## config.mk

```make
export PLATFORM = sky130hd
export DESIGN_NAME = pva_divider
export DESIGN_NICKNAME = d
export VERILOG_FILES = /design/src/hw/rtl/pva_pkg.sv /design/src/hw/rtl/pva_divider.sv
export SDC_FILE = /design/constraint.sdc
export NUM_CORES = 1
export LEC_CHECK = 0
export ABC_AREA = 1
export ABC_CLOCK_PERIOD_IN_PS = 2500
export BUFFER_PORTS_ARGS = -buffer_cell sky130_fd_sc_hd__buf_4
export CAP_MARGIN = 5
export CELL_PAD_IN_SITES_DETAIL_PLACEMENT = 1
export CELL_PAD_IN_SITES_GLOBAL_PLACEMENT = 2
export CORE_ASPECT_RATIO = 1.25
export CORE_MARGIN = 2
export CORE_UTILIZATION = 42
export CTS_CLUSTER_DIAMETER = 40
export DETAILED_ROUTE_END_ITERATION = 12
export PLACE_DENSITY_LB_ADDON = 0.1
export SYNTH_ARGS = -nofsm -noshare
export SYNTH_HDL_FRONTEND = slang
export SYNTH_SLANG_ARGS = --single-unit
export TNS_END_PERCENT = 20
```

## constraint.sdc

```tcl
create_clock -name clock -period 2.5 [get_ports clock]
set_input_delay 0.125 -clock clock [delete_from_list [all_inputs] [get_ports clock]]
set_output_delay 0.125 -clock clock [all_outputs]
set_load 0.05 [all_outputs]
```

## src/hw/rtl/pva_pkg.sv

```systemverilog
// Shared types and constants for the pixel vibrance adjust pipeline.
`timescale 1ns / 1ps
`default_nettype none

package pva_pkg;

   localparam int CHAN_W       = 8;
   localparam int NUM_CHAN     = 3;
   localparam int VIB_W        = 16;
   localparam int VIB_FRAC     = 8;
   localparam int DIV_W        = 10;
   localparam int DIFF_W       = 11;
   localparam int SAT_X        = 768;
   localparam int RECIP3       = 683;
   localparam int RECIP3_SHIFT = 11;
   localparam int RECIP_PROD_W = 20;

   localparam logic [CHAN_W-1:0] CHAN_MAX  = 8'hFF;
   localparam logic [CHAN_W-1:0] CHAN_ZERO = 8'h00;

   typedef struct packed {
      logic [CHAN_W-1:0] red_in;
      logic [CHAN_W-1:0] green_in;
      logic [CHAN_W-1:0] blue_in;
   } pva_req_type;

   typedef struct packed {
      logic [CHAN_W-1:0] red_out;
      logic [CHAN_W-1:0] green_out;
      logic [CHAN_W-1:0] blue_out;
   } pva_rsp_type;

   typedef struct packed {
      pva_req_type      pixel;
      logic [DIV_W-1:0] sum;
      logic             pass;
   } pva_side_type;

endpackage

`default_nettype wire

```

## src/hw/rtl/pva_divider.sv

```systemverilog
// Pipelined restoring divider, one quotient bit per stage.
`timescale 1ns / 1ps
`default_nettype none

module pva_divider #(
   parameter int QUO_W = 26
) (
   input  wire logic                         clock,
   input  wire logic [QUO_W-1:0]             stage_en,
   input  wire logic [pva_pkg::DIV_W-1:0]    num,
   input  wire logic [pva_pkg::DIV_W-1:0]    den,
   output logic      [QUO_W-1:0]             quo
);

   logic [pva_pkg::DIV_W-1:0] rem_ff [QUO_W-1];
   logic [pva_pkg::DIV_W-1:0] num_ff [pva_pkg::DIV_W-1];
   logic [pva_pkg::DIV_W-1:0] den_ff [QUO_W-1];
   logic [QUO_W-1:0]          quo_ff [QUO_W];

   for (genvar j = 0; j < QUO_W; j++) begin : g_stage
      logic [pva_pkg::DIV_W-1:0] rem_prev;
      logic [pva_pkg::DIV_W-1:0] den_prev;
      logic [QUO_W-1:0]          quo_prev;
      logic                      next_bit;
      logic [pva_pkg::DIV_W:0]   trial;
      logic                      fits;
      logic [QUO_W-1:0]          quo_in;

      if (j == 0) begin : g_first
         assign rem_prev = '0;
         assign den_prev = den;
         assign quo_prev = '0;
      end else begin : g_next
         assign rem_prev = rem_ff[j-1];
         assign den_prev = den_ff[j-1];
         assign quo_prev = quo_ff[j-1];
      end

      if (j < pva_pkg::DIV_W) begin : g_num_bit
         logic [pva_pkg::DIV_W-1:0] num_prev;

         if (j == 0) begin : g_num_first
            assign num_prev = num;
         end else begin : g_num_next
            assign num_prev = num_ff[j-1];
         end

         assign next_bit = num_prev[pva_pkg::DIV_W-1-j];

         if (j < pva_pkg::DIV_W - 1) begin : g_num_carry
            always_ff @(posedge clock) begin
               if (stage_en[j]) begin
                  num_ff[j] <= num_prev;
               end
            end
         end
      end else begin : g_zero_bit
         assign next_bit = 1'b0;
      end

      assign trial  = {rem_prev, next_bit};
      assign fits   = (trial >= {1'b0, den_prev});
      assign quo_in = {quo_prev[QUO_W-2:0], fits};

      always_ff @(posedge clock) begin
         if (stage_en[j]) begin
            quo_ff[j] <= quo_in;
         end
      end

      if (j < QUO_W - 1) begin : g_carry
         logic [pva_pkg::DIV_W-1:0] rem_in;

         assign rem_in = fits ? pva_pkg::DIV_W'(trial - {1'b0, den_prev})
                              : trial[pva_pkg::DIV_W-1:0];

         always_ff @(posedge clock) begin
            if (stage_en[j]) begin
               rem_ff[j] <= rem_in;
               den_ff[j] <= den_prev;
            end
         end
      end
   end

   assign quo = quo_ff[QUO_W-1];

endmodule

`default_nettype wire

```

==> reports/qor.yml <==
syn_area_per_cell_um2: 10.3
finalHoldViolations: 0
fin_worst_skew_ns: 0.0207
mostFrequentLayoutCell: "nand2_1"
setup_tns_ns: 0
min_to: "num_ff[0][6]"
final_cell_mix: "1446 x nand2_1, 896 x edfxtp_1, 627 x inv_1"
cts_inserted_buffers: 118
cts.sinks: 896
gr-usage-all-layers_pct: 20.0
p_int_mw: 37.0
grt_pass1_vias: 30600
worst_setup_path_end_kind: "flip-flop"
core.rowCount: 132
r2r_slack_ns: 0.26
worstPathArrival_ns: 2.67
swShare_pct: 36.6
gp_congestion: 0.815
ys_seq_area_share_pct: 61.7
vias_per_cell: 4.80
antenna_found_initial: 1
clock_path_buffers: 3
required_ns: 2.94
rr_worst_depth: 10
r2r_end: "rem_ff[0][128]"
setup_viol_count_final: 0
grt_pass1_wl_um: 166000
cp-start-kind: "flip-flop"
hpwl_um: 79500
pwr-share-comb_pct: 33.1
pin_count: 73
postRouteAntennaNets: 0
regToRegStartpoint: "rem_ff[0][111]"
num_antenna_cells: 0
hold_slack_ns: 0.134
synth_area_um2: 43600
die_x_um: 292
fmax_mhz: 447
port_buffers: 72
nets: 4770
ys_warn_count: 0
core-area_um2: 103000
finalWirelength_um: 103000
critPathMaxFanout: 10
pwr-share-seq_pct: 38.5
p_switching_mw: 21.4
nFillCells: 11300
post_drt_wl_per_cell_um: 17.6
grt_setup_unrepaired: "no"
yosysUniqueCellTypes: 34
power_leakage_nw: 22.6
ys_ff_latch: 896
tightest_slew_ns: 0.765
power_density_nw_per_um2: 1170
drc: 0
slew-limit-headroom_pct: 48.5
area_delta_synth_final_pct: 14.9
ir_worst_vdd_uv: 572
max_cap_viol_count: 0
cts-root-buf: "clkbuf_16"
min_from: "num[6]"
cts_tree: "done"
start_util_pct: 42.2
syn_inst: 4212
layout-drive-gt1-share_pct: 8.42
path_class: "flip-flop to flip-flop"
min_period_ns: 2.24
dieArea_um2: 106000
first_pass_iters: 5
die_h_um: 364
grt_overflow: 0
finish.utilization_pct: 48.5
drt_iter0_drc: 1267
slew_viol_final: 0
status: "finished, final reports clean"
synth_fp_nets: 4534
ctsHtreeMaxLevel: 3
min_period_over_period_pct: 89.4
hold_depth: 2
clk_latency_ns: 0.71
worst_hold_path_type: "primary input to flip-flop"
vias: 28300
clk_pin_slew_ns: 0.06
clkPwrFrac_pct: 28.4
grt_max_degree: 46
-- flip-flops by register name, summed over array words and instances (netlist names) --
signal and flops:
quo_ff 351, den_ff 250, rem_ff 250, num_ff 45
-- metal layers --
layer,GRT usage (%),vias to the layer above,wire (µm)
met5,0,-,14
met4,6.71,2,2580
met3,2.73,148,2820
met2,39.4,307,57500
met1,21.6,13500,40600
li1,-,14300,-
-- critical path: stages (launching register included) --
cell and delay (ns):
edfxtp_1 0.42, ha_1 0.46, nand3_1 0.11, nand2_1 0.16, nand2_1 0.10, nand2_1 0.09
nand2_1 0.05, nand2_1 0.21, inv_2 0.17, nand2_1 0.09, nand2_1 0.09
-- synthesized netlist by cell type (all sizes together) --
cell type     n  area, µm²
a211oi        1       7.51
a21o          1       7.51
a21oi       119        614
and2          9       61.3
buf          31        327
edfxtp      896      26900
fa           24        480
ha          251       3140
inv         658       2470
nand2      1476       5620
nand3       322       1660
nand3b       23        173
nand4        25        156
nor2        225        850
nor3         21        105
nor3b         2       15.0
nor4          2       12.5
o21ai        15       75.1
o21bai       24        180
or2          15       93.8
xnor2         1       8.76
xor2         71        622
-- power by group through the flow --
stage / Combinational [mW] / Sequential [mW] / Clock (mW)
2_1_floorplan: 14.5 / 21.8 / 0
3_3_place_gp: 19.2 / 22.8 / 0
3_5_place_dp: 19.5 / 22.9 / 0
4_1_cts: 19.7 / 22.6 / 17.0
5_1_grt: 22.6 / 22.8 / 17.6
6_report: 19.3 / 22.5 / 16.6
-- metrics by stage --
| step | setup WS [ns] | instance area (µm²) | cells | total power, mW |
|---|---|---|---|---|
| floorplan | 0.725 | 43600 | 4212 | 36.3 |
| CTS | 0.0912 | 50100 | 5889 | 59.4 |
| finish | 0.264 | 50100 | 5890 | 58.4 |
| global route | 0.0223 | 50100 | 5890 | 62.9 |
| detailed placement | 0.125 | 45700 | 5621 | 42.4 |
| global placement | 0.0777 | 45700 | 5621 | 42.1 |
-- kinds of logic after synthesis --
family | synth area share (%)
AND/OR/NAND/NOR | 20.1
flip-flops | 61.7
buffers and inverters | 6.42
adder cells (fa/ha/maj) | 8.31
AO/OA/AOI/OAI | 2.03
XOR/XNOR | 1.45
-- area by class of cell --
type / instances / area (µm²) / area share (%)
Multi-Input combinational cell: 2627 / 13900 / 27.7
Clock buffer: 128 / 3010 / 6.01
Tap cell: 1340 / 1680 / 3.35
Clock inverter: 94 / 912 / 1.82
Timing Repair Buffer: 147 / 1220 / 2.43
Inverter: 658 / 2470 / 4.93
Sequential cell: 896 / 26900 / 53.7
-- what timing repair did --
item,in CTS,in global routing
buffers inserted,0,1
endpoints found under the hold margin,926,0
hold buffers,46,0
endpoints found under the setup margin,0,29
gates resized for setup,0,4
-- worst max path at each step --
stage	slack, ns	end	start
floorplan	0.73	rem_ff[0][109]	rem_ff[0][91]
global placement	0.08	rem_ff[0][117]	rem_ff[0][101]
detailed placement	0.13	rem_ff[0][45]	den_ff[0][36]
CTS	0.09	rem_ff[0][45]	den_ff[0][36]
global route	0.02	rem_ff[1][27]	den_ff[2][12]
finish	0.26	rem_ff[0][128]	rem_ff[0][111]
Note: power is estimated with default switching activity, not from simulation.
